$ cat src/rtl/glyph_to_framebuffer_blitter_unit_defines.svh
// assertion helpers used by the blitter rtl
`ifndef GLYPH_TO_FRAMEBUFFER_BLITTER_UNIT_DEFINES_SVH
`define GLYPH_TO_FRAMEBUFFER_BLITTER_UNIT_DEFINES_SVH

// same-cycle implication, checked outside reset
`define GTFB_ASSERT_IMP(label, clk, rst_n, ante, cons, msg) \
  label: assert property (@(posedge clk) disable iff (!rst_n) (ante) |-> (cons)) \
    else $error(msg);

// next-cycle implication, checked outside reset
`define GTFB_ASSERT_NXT(label, clk, rst_n, ante, cons, msg) \
  label: assert property (@(posedge clk) disable iff (!rst_n) (ante) |=> (cons)) \
    else $error(msg);

`endif

$ cat src/rtl/gtfb_pkg.sv
package gtfb_pkg;

  localparam int GLYPH_ROWS  = 8;
  localparam int GLYPH_COLS  = 8;
  localparam int GLYPH_COUNT = 256;

  localparam int STORE_DEPTH = GLYPH_COUNT * GLYPH_ROWS;
  localparam int STORE_AW    = (STORE_DEPTH > 1) ? $clog2(STORE_DEPTH) : 1;
  localparam int ROW_W       = (GLYPH_ROWS > 1) ? $clog2(GLYPH_ROWS) : 1;
  localparam int COL_W       = (GLYPH_COLS > 1) ? $clog2(GLYPH_COLS) : 1;

  // gray = (30r + 59g + 11b) / 100 via reciprocal multiply
  localparam int GRAY_R     = 30;
  localparam int GRAY_G     = 59;
  localparam int GRAY_B     = 11;
  localparam int GRAY_DIV   = 100;
  localparam int GRAY_SUM_W = 15;
  localparam int GRAY_SHIFT = 22;
  localparam int GRAY_K_W   = 16;
  localparam int GRAY_K     = ((1 << GRAY_SHIFT) + GRAY_DIV - 1) / GRAY_DIV;
  localparam int GRAY_P_W   = GRAY_SUM_W + GRAY_K_W;

  localparam logic [5:0] BPP_8  = 6'd8;
  localparam logic [5:0] BPP_16 = 6'd16;
  localparam logic [5:0] BPP_24 = 6'd24;
  localparam logic [5:0] BPP_32 = 6'd32;

  localparam logic [2:0] REG_SCREEN_WIDTH  = 3'd0;
  localparam logic [2:0] REG_SCREEN_HEIGHT = 3'd1;
  localparam logic [2:0] REG_LINE_PITCH    = 3'd2;
  localparam logic [2:0] REG_BPP           = 3'd3;
  localparam logic [2:0] REG_FRAME_BASE    = 3'd4;

  localparam logic REQ_DRAW = 1'b0;
  localparam logic REQ_LOAD = 1'b1;

  typedef enum logic [1:0] {
    FMT_8,
    FMT_16,
    FMT_24,
    FMT_32
  } fmt_t;

  typedef enum logic [2:0] {
    S_IDLE,
    S_MUL,
    S_BASE,
    S_XOFF,
    S_COLR,
    S_PIX,
    S_ROW
  } state_t;

  function automatic logic [2:0] fmt_bytes(input fmt_t fmt);
    logic [2:0] n;
    case (fmt)
      FMT_8:   n = 3'd1;
      FMT_16:  n = 3'd2;
      FMT_24:  n = 3'd3;
      FMT_32:  n = 3'd4;
      default: n = 3'd4;
    endcase
    return n;
  endfunction

endpackage

$ cat src/rtl/gtfb_pix.sv
module gtfb_pix (
  input  logic                clk,
  input  logic [31:0]         color,
  input  gtfb_pkg::fmt_t      fmt,
  output logic [31:0]         pix
);

  logic [7:0] r, g, b;
  logic [gtfb_pkg::GRAY_SUM_W-1:0] sum_r;
  logic [31:0] direct_r;
  gtfb_pkg::fmt_t fmt_r;
  logic [gtfb_pkg::GRAY_P_W-1:0] prod;
  logic [31:0] pix_r;

  assign r = color[23:16];
  assign g = color[15:8];
  assign b = color[7:0];

  // stage 1: weighted sum for gray, final value for the other depths
  always_ff @(posedge clk) begin
    sum_r <= gtfb_pkg::GRAY_SUM_W'(r) * gtfb_pkg::GRAY_SUM_W'(gtfb_pkg::GRAY_R)
           + gtfb_pkg::GRAY_SUM_W'(g) * gtfb_pkg::GRAY_SUM_W'(gtfb_pkg::GRAY_G)
           + gtfb_pkg::GRAY_SUM_W'(b) * gtfb_pkg::GRAY_SUM_W'(gtfb_pkg::GRAY_B);
    fmt_r <= fmt;
    case (fmt)
      gtfb_pkg::FMT_32: direct_r <= color;
      gtfb_pkg::FMT_24: direct_r <= {8'h00, color[23:0]};
      gtfb_pkg::FMT_16: direct_r <= {16'h0000, r[7:3], g[7:2], b[7:3]};
      default:          direct_r <= 32'h0;
    endcase
  end

  assign prod = gtfb_pkg::GRAY_P_W'(sum_r) * gtfb_pkg::GRAY_P_W'(gtfb_pkg::GRAY_K);

  // stage 2: divide by 100 through the reciprocal for gray, else pass the direct value
  always_ff @(posedge clk) begin
    if (fmt_r == gtfb_pkg::FMT_8) begin
      pix_r <= {24'h0, prod[gtfb_pkg::GRAY_SHIFT +: 8]};
    end else begin
      pix_r <= direct_r;
    end
  end

  assign pix = pix_r;

endmodule

$ cat config.mk
export PLATFORM = sky130hd
export DESIGN_NAME = gtfb_pix
export DESIGN_NICKNAME = d
export VERILOG_FILES = /design/src/rtl/glyph_to_framebuffer_blitter_unit_defines.svh /design/src/rtl/gtfb_pkg.sv /design/src/rtl/gtfb_pix.sv
export SDC_FILE = /design/constraint.sdc
export NUM_CORES = 1
export LEC_CHECK = 0
export ABC_AREA = 1
export CAP_MARGIN = 40
export CELL_PAD_IN_SITES_DETAIL_PLACEMENT = 0
export CELL_PAD_IN_SITES_GLOBAL_PLACEMENT = 2
export CORE_UTILIZATION = 41
export CTS_BUF_LIST = sky130_fd_sc_hd__clkbuf_8 sky130_fd_sc_hd__clkbuf_16
export DETAILED_ROUTE_END_ITERATION = 8
export DONT_BUFFER_PORTS = 1
export GPL_ROUTABILITY_DRIVEN = 0
export PLACE_DENSITY_LB_ADDON = 0.1
export SYNTH_ARGS = -nofsm -noshare
export SYNTH_HDL_FRONTEND = slang
export SYNTH_SLANG_ARGS = --single-unit
$ cat constraint.sdc
create_clock -name clk -period 6.3 [get_ports clk]
set_clock_uncertainty 0.15 [all_clocks]
set_input_delay 0.945 -clock clk [delete_from_list [all_inputs] [get_ports clk]]
set_output_delay 0.945 -clock clk [all_outputs]
set_load 0.05 [all_outputs]
==> flow_metrics.env, run 1 <==
export IMPL_status="complete, no violations"
export IMPL_setup_slack_ns=0.554
export IMPL_max_freq_ghz=0.174
export IMPL_die_h_um=152
export IMPL_muxShareOfSynthArea_pct=0
export IMPL_clockBufferDepth=2
export IMPL_tightest_slew_ns=0.577
export IMPL_min_delay_start="direct_r[31]"
export IMPL_nFillCells=2248
export IMPL_cts_resized_gates=0
export IMPL_synth_cell_area_um2=9250
export IMPL_period_minus_slack_ns=5.75
export IMPL_drt_wirelength_per_cell_um=15.2
export IMPL_postCtsSetupBuffers=0
export IMPL_ys_async_sr_fraction_pct=0
export IMPL_ant_nets=0
export IMPL_synth_seq_area_share_pct=17.5
export IMPL_cp_slowest_stage_delay_ns=0.54
export IMPL_yosysWarnings=0
export IMPL_grtUsageMet1_pct=22.8
export IMPL_max_slew_margin_pct=61.5
export IMPL_min_period_over_period_pct=91.2
export IMPL_vias_per_cell=4.64
export IMPL_grtUsageTotal_pct=19.4
export IMPL_overflow=0
export IMPL_area_delta_synth_final_pct=7.00
export IMPL_drc=0
export IMPL_first_pass_iters=4
export IMPL_multiInputGateArea_um2=6380
export IMPL_dieWidth_um=152
export IMPL_die_area_um2=23200
export IMPL_grt_pass1_wl_mm=34.7
export IMPL_synth_edf_count=0
export IMPL_stdcell_area_um2=9890
export IMPL_cts_sinks=81
export IMPL_wl_mm=20.6
export IMPL_busiest_layer="met2"
export IMPL_hold_viol=0
export IMPL_drv_cap=0
export IMPL_cts_reportedPaths_clkPinSlew_ns=0.08
export IMPL_cts_root_buf="clkbuf_16"
export IMPL_syn_nets=1390
export IMPL_drt_first_iter_violations=183
export IMPL_post_place_ws_ns=0.205
export IMPL_cpMostUsedCell="inv_1"
export IMPL_drive_gt1_share_pct=3.07
export IMPL_cts_tree="yes"
export IMPL_num_nets_final=1397
export IMPL_crit_buf_inv=5
export IMPL_path_class="in2reg"
export IMPL_synth_top_family_by_area="adder cells"
export IMPL_worst_hold_path_num_cells=2
export IMPL_gr_usage_met2_pct=35.9
export IMPL_numCtsBuffers=9
export IMPL_synthAdderAreaFrac_pct=50.4
export IMPL_holdBufCountCts=0
export IMPL_timing_setup_tns_ns=0
export IMPL_rr_worst_depth=14
export IMPL_coreArea_um2=22000
export IMPL_r2r_start="sum_r[14]"
export IMPL_synthCells=1062
export IMPL_postPlaceCellArea_um2=9590
export IMPL_min_path_type="reg2reg"
export IMPL_worstPathMaxFanout=6
export IMPL_postSynthAreaPerCell_um2=8.71
export IMPL_start_util_pct=42.1
export IMPL_grtUsageMet3_pct=3.10
export IMPL_dr_total_vias=6277
export IMPL_antenna_found_initial=0
export IMPL_ys_seq_elements=81
export IMPL_regArea_um2=1620
export IMPL_yosys_area_share_simple_pct=11.5
export IMPL_crit_family="adder cells"
export IMPL_grt_pass1_vias=6869
export IMPL_grt_max_degree=21
export IMPL_cp_startpoint="color[19]"
export IMPL_dp_hpwl_mm=18.3
export IMPL_cp_depth=23
export IMPL_pin_count=67
export IMPL_synth_cell_type_count=34
export IMPL_crit_path_end_kind="register"
export IMPL_synth_xor_area_share_pct=1.80
export IMPL_io_buffers=0
export IMPL_slew_violations=0
export IMPL_std_cell_rows=54
export IMPL_htreeDepth=3
export IMPL_path_cells="inv_1 > fa_1 > fa_1 > inv_1 > ha_1 > a21oi_1 > o21ai_1 > a21oi_1 > nor2_1 > nor2_1 > xor2_1 > inv_1 > ha_1 > inv_1 > fa_1 > fa_1 > inv_1 > ha_1 > nand2_1 > a21oi_1 > a211oi_1 > nand3_1 > xor2_1"
export IMPL_synth_compound_area_share_pct=5.26
export IMPL_rsz0062_at_grt="no"
export IMPL_required_ns=6.38
export IMPL_setup_violations=0
export IMPL_crit_slowest_cell="fa_1"
export IMPL_start_kind="input port"
export IMPL_diodes=0
export IMPL_rrSetupSlack_ns=1.76
export IMPL_synth_flop_cell="dfxtp_1"
export IMPL_crit_arrival_ns=5.82
export IMPL_clk_latency_ns=0.35
-- state kept, by name, summed over array words and instances (netlist names) --
register / count
direct_r: 32
pix: 32
fmt_r: 2
sum_r: 15
-- area by class of cell --
class / count / share of cell area (%)
clock inverters: 7 / 0.822
clock buffers: 9 / 2.28
multi-input cells: 650 / 64.5
inverters: 325 / 12.3
repair buffers: 2 / 0.152
well taps: 280 / 3.54
flip-flops and latches: 81 / 16.4
-- worst reg2reg max path, stage by stage, from the launching register on --
cell and delay, ns:
dfxtp_1 0.59, fa_1 0.50, ha_1 0.33, fa_1 0.47, fa_1 0.53, fa_1 0.45
ha_1 0.39, a21oi_1 0.28, o21ai_0 0.19, nand3_1 0.11, nand2_1 0.06, nor2_1 0.13
nand3b_1 0.09, nand3_1 0.11, nand2_1 0.05
-- worst paths after layout --
path	end
worst max-delay path	sum_r[13]
worst min-delay path	pix[31]
worst max register to register	pix[5]
worst min register to register	pix[31]
-- metrics by stage --
stage / instances / hold slack, ns / util, %
3_5_place_dp: 1338 / 0.248 / 43.7
3_3_place_gp: 1338 / 0.245 / 43.7
2_1_floorplan: 1062 / 0.244 / -
5_1_grt: 1354 / 0.279 / 45.0
6_report: 1354 / 0.252 / 45.0
4_1_cts: 1354 / 0.255 / 45.0
-- synthesized netlist by cell type (2+ instances only) --
master    number  share of area, %
a21o_1         5              0.41
nand2_1      136               5.5
clkbuf_1       4              0.16
ha_1         161                22
o21ai_2        3              0.28
nand3_1       36               1.9
fa_1         132                29
xnor2_1        6              0.57
o22ai_1       11              0.74
nand3b_1       2              0.16
dfxtp_1       81                18
o21bai_1       5              0.41
o21ai_1        2              0.11
nor2_1        59               2.4
o21ai_0       17              0.92
nand2_2        3              0.20
inv_1        323                13
nand4_1        7              0.47
nor3_1         2              0.11
xor2_1        13               1.2
a21oi_1       38               2.1
nor2_2         4              0.27
-- routing by layer --
layer | part of all wire (%) | wire [µm]
met1 | 42 | 8720
met2 | 52 | 10700
met3 | 3.0 | 625
met4 | 2.5 | 518
met5 | 0 | 0
-- placed cells by master, fill, tap and decap left out, drive strengths merged, types with 5 or more instances in the layout --
cell / instances
fa: 132
ha: 161
dfxtp: 81
nand4: 7
o22ai: 11
a21oi: 38
nand2: 139
o21bai: 5
a21o: 5
nor2: 64
nand3: 36
inv: 329
clkbuf: 9
o21ai: 22
xor2: 13
xnor2: 6
-- logic make-up (layout without fill, tap and decap cells) --
group | Yosys count | after routing
AOI/OAI and AO/OA | 85 | 85
DFF | 81 | 81
and+or+nand+nor | 253 | 253
xor gates and xnor gates | 19 | 19
buffers and inverters | 331 | 343
adders and majority gates | 293 | 293
Power of run 1 is not shown: default switching activity piles up to over one toggle a cycle in this logic, so the estimate is an artifact.
==> inputs of run 2 (changes only) <==
--- a/config.mk
+++ b/config.mk
@@ -11,9 +11,11 @@
 export CELL_PAD_IN_SITES_GLOBAL_PLACEMENT = 2
 export CORE_UTILIZATION = 41
 export CTS_BUF_LIST = sky130_fd_sc_hd__clkbuf_8 sky130_fd_sc_hd__clkbuf_16
+export CTS_CLUSTER_DIAMETER = 60
 export DETAILED_ROUTE_END_ITERATION = 8
 export DONT_BUFFER_PORTS = 1
 export GPL_ROUTABILITY_DRIVEN = 0
+export MAX_ROUTING_LAYER = met4
 export PLACE_DENSITY_LB_ADDON = 0.1
 export SYNTH_ARGS = -nofsm -noshare
 export SYNTH_HDL_FRONTEND = slang
==> run 2 against run 1 <==
  * Highest routed layer unchanged
  * Critical endpoint unchanged
  * Utilization did not move
  * Via count increased by 0.21%
  * Critical path depth is the same
  * Worst setup slack got worse by 0.0058 ns
  * Non-clock buffer count is the same
  * Hold slack improved by 0.00060 ns
  * Sequential share of layout area stayed put
  * First-iteration DRC count decreased by 6.0%
  * Flip-flop and latch count unchanged
  * Final cell count unchanged
==> flow_metrics.env, run 2 (synthesis results as in run 1) <==
export IMPL_hold_viol=0
export IMPL_postPlaceCellArea_um2=9590
export IMPL_wl_mm=20.6
export IMPL_pin_count=67
export IMPL_dp_hpwl_mm=18.3
export IMPL_htreeDepth=3
export IMPL_max_slew_margin_pct=61.2
export IMPL_path_cells="inv_1 > fa_1 > fa_1 > inv_1 > ha_1 > a21oi_1 > o21ai_1 > a21oi_1 > nor2_1 > nor2_1 > xor2_1 > inv_1 > ha_1 > inv_1 > fa_1 > fa_1 > inv_1 > ha_1 > nand2_1 > a21oi_1 > a211oi_1 > nand3_1 > xor2_1"
export IMPL_tightest_slew_ns=0.581
export IMPL_regArea_um2=1620
export IMPL_worst_hold_path_num_cells=2
export IMPL_cts_tree="yes"
export IMPL_dr_total_vias=6290
export IMPL_min_path_type="reg2reg"
export IMPL_top_layer="met4"
export IMPL_r2r_start="sum_r[14]"
export IMPL_timing_setup_tns_ns=0
export IMPL_min_delay_start="direct_r[31]"
export IMPL_cts_reportedPaths_clkPinSlew_ns=0.08
export IMPL_num_nets_final=1397
export IMPL_std_cell_rows=54
export IMPL_drv_cap=0
export IMPL_drc=0
export IMPL_required_ns=6.38
export IMPL_cts_resized_gates=0
export IMPL_stdcell_area_um2=9890
export IMPL_crit_buf_inv=5
export IMPL_die_area_um2=23200
export IMPL_holdBufCountCts=0
export IMPL_dieWidth_um=152
export IMPL_ant_nets=0
export IMPL_rr_worst_depth=14
export IMPL_wl_met3_um=596
export IMPL_clk_latency_ns=0.35
export IMPL_coreArea_um2=22000
export IMPL_grtUsageTotal_pct=20.0
export IMPL_drt_met1_wl_mm=8.76
export IMPL_crit_family="adder cells"
export IMPL_start_kind="input port"
export IMPL_grt_pass1_wl_mm=34.7
export IMPL_hold_path_endpoint="pix[31]"
export IMPL_drive_gt1_share_pct=3.07
export IMPL_start_util_pct=42.1
export IMPL_max_freq_ghz=0.174
export IMPL_rrSetupSlack_ns=1.75
export IMPL_area_delta_synth_final_pct=7.00
export IMPL_die_h_um=152
export IMPL_multiInputGateArea_um2=6380
export IMPL_drt_wirelength_per_cell_um=15.2
export IMPL_antenna_found_initial=0
export IMPL_drt_first_iter_violations=172
export IMPL_min_period_over_period_pct=91.3
export IMPL_crit_arrival_ns=5.83
export IMPL_rsz0062_at_grt="no"
export IMPL_grt_max_degree=21
export IMPL_overflow=0
export IMPL_numCtsBuffers=9
export IMPL_clockBufferDepth=2
export IMPL_vias_per_cell=4.65
export IMPL_crit_slowest_cell="fa_1"
export IMPL_reg2reg_to="pix[5]"
export IMPL_slew_violations=0
export IMPL_setup_violations=0
export IMPL_placed_cells=1338
export IMPL_io_buffers=0
export IMPL_worstPathMaxFanout=6
export IMPL_nFillCells=2248
export IMPL_cpMostUsedCell="inv_1"
export IMPL_final_cell_mix="323 x inv_1, 161 x ha_1, 136 x nand2_1"
export IMPL_status="complete, no violations"
export IMPL_path_class="in2reg"
export IMPL_period_minus_slack_ns=5.75
export IMPL_crit_path_end_kind="register"
export IMPL_cts_sinks=81
export IMPL_final_common_cell="inv_1"
export IMPL_dr_wl_met2_mm=10.7
export IMPL_first_pass_iters=4
export IMPL_layout_cells_non_filler=1354
export IMPL_cp_startpoint="color[19]"
export IMPL_cts_root_buf="clkbuf_16"
export IMPL_grt_pass1_vias=6867
export IMPL_cp_slowest_stage_delay_ns=0.54
export IMPL_postCtsSetupBuffers=0
export IMPL_diodes=0
## run 2: cell type report
cell class / count / area share (%)
Timing Repair Buffer: 2 / 0.152
Multi-Input combinational cell: 650 / 64.5
Clock buffer: 9 / 2.28
Tap cell: 280 / 3.54
Clock inverter: 7 / 0.822
Sequential cell: 81 / 16.4
Inverter: 325 / 12.3
## run 2: metal layers
metal / GRT usage (%) / vias to the layer above
met3: 3.10 / 25
met2: 35.9 / 69
met4: 6.22 / 0
met1: 22.9 / 3000
li1: - / 3196
met5: - / -
## run 2: worst register-to-register path, cell delays in order, from the launching register on
cell,delay (ns)
dfxtp_1,0.59
fa_1,0.50
ha_1,0.33
fa_1,0.47
fa_1,0.53
fa_1,0.45
ha_1,0.39
a21oi_1,0.29
o21ai_0,0.20
nand3_1,0.11
nand2_1,0.06
nor2_1,0.13
nand3b_1,0.09
nand3_1,0.11
nand2_1,0.05
## run 2: stage by stage
| step | worst slack [ns] | utilization, % | hold slack (ns) |
|---|---|---|---|
| floorplan | 0.574 | - | 0.244 |
| finish | 0.548 | 45.0 | 0.253 |
| global route | 0.128 | 45.0 | 0.279 |
| global placement | 0.294 | 43.7 | 0.245 |
| detailed placement | 0.205 | 43.7 | 0.248 |
| CTS | 0.557 | 45.0 | 0.255 |
## run 2: worst max-delay path by stage
| stage | endpoint | slack [ns] | cells past startpoint |
|---|---|---|---|
| 5_1_grt | sum_r[13] | 0.13 | 23 |
| 4_1_cts | sum_r[13] | 0.56 | 23 |
| 2_1_floorplan | sum_r[12] | 0.57 | 22 |
| 6_report | sum_r[13] | 0.55 | 23 |
| 3_5_place_dp | sum_r[13] | 0.20 | 23 |
| 3_3_place_gp | sum_r[13] | 0.29 | 23 |
Power of run 2 is left out for the same reason.
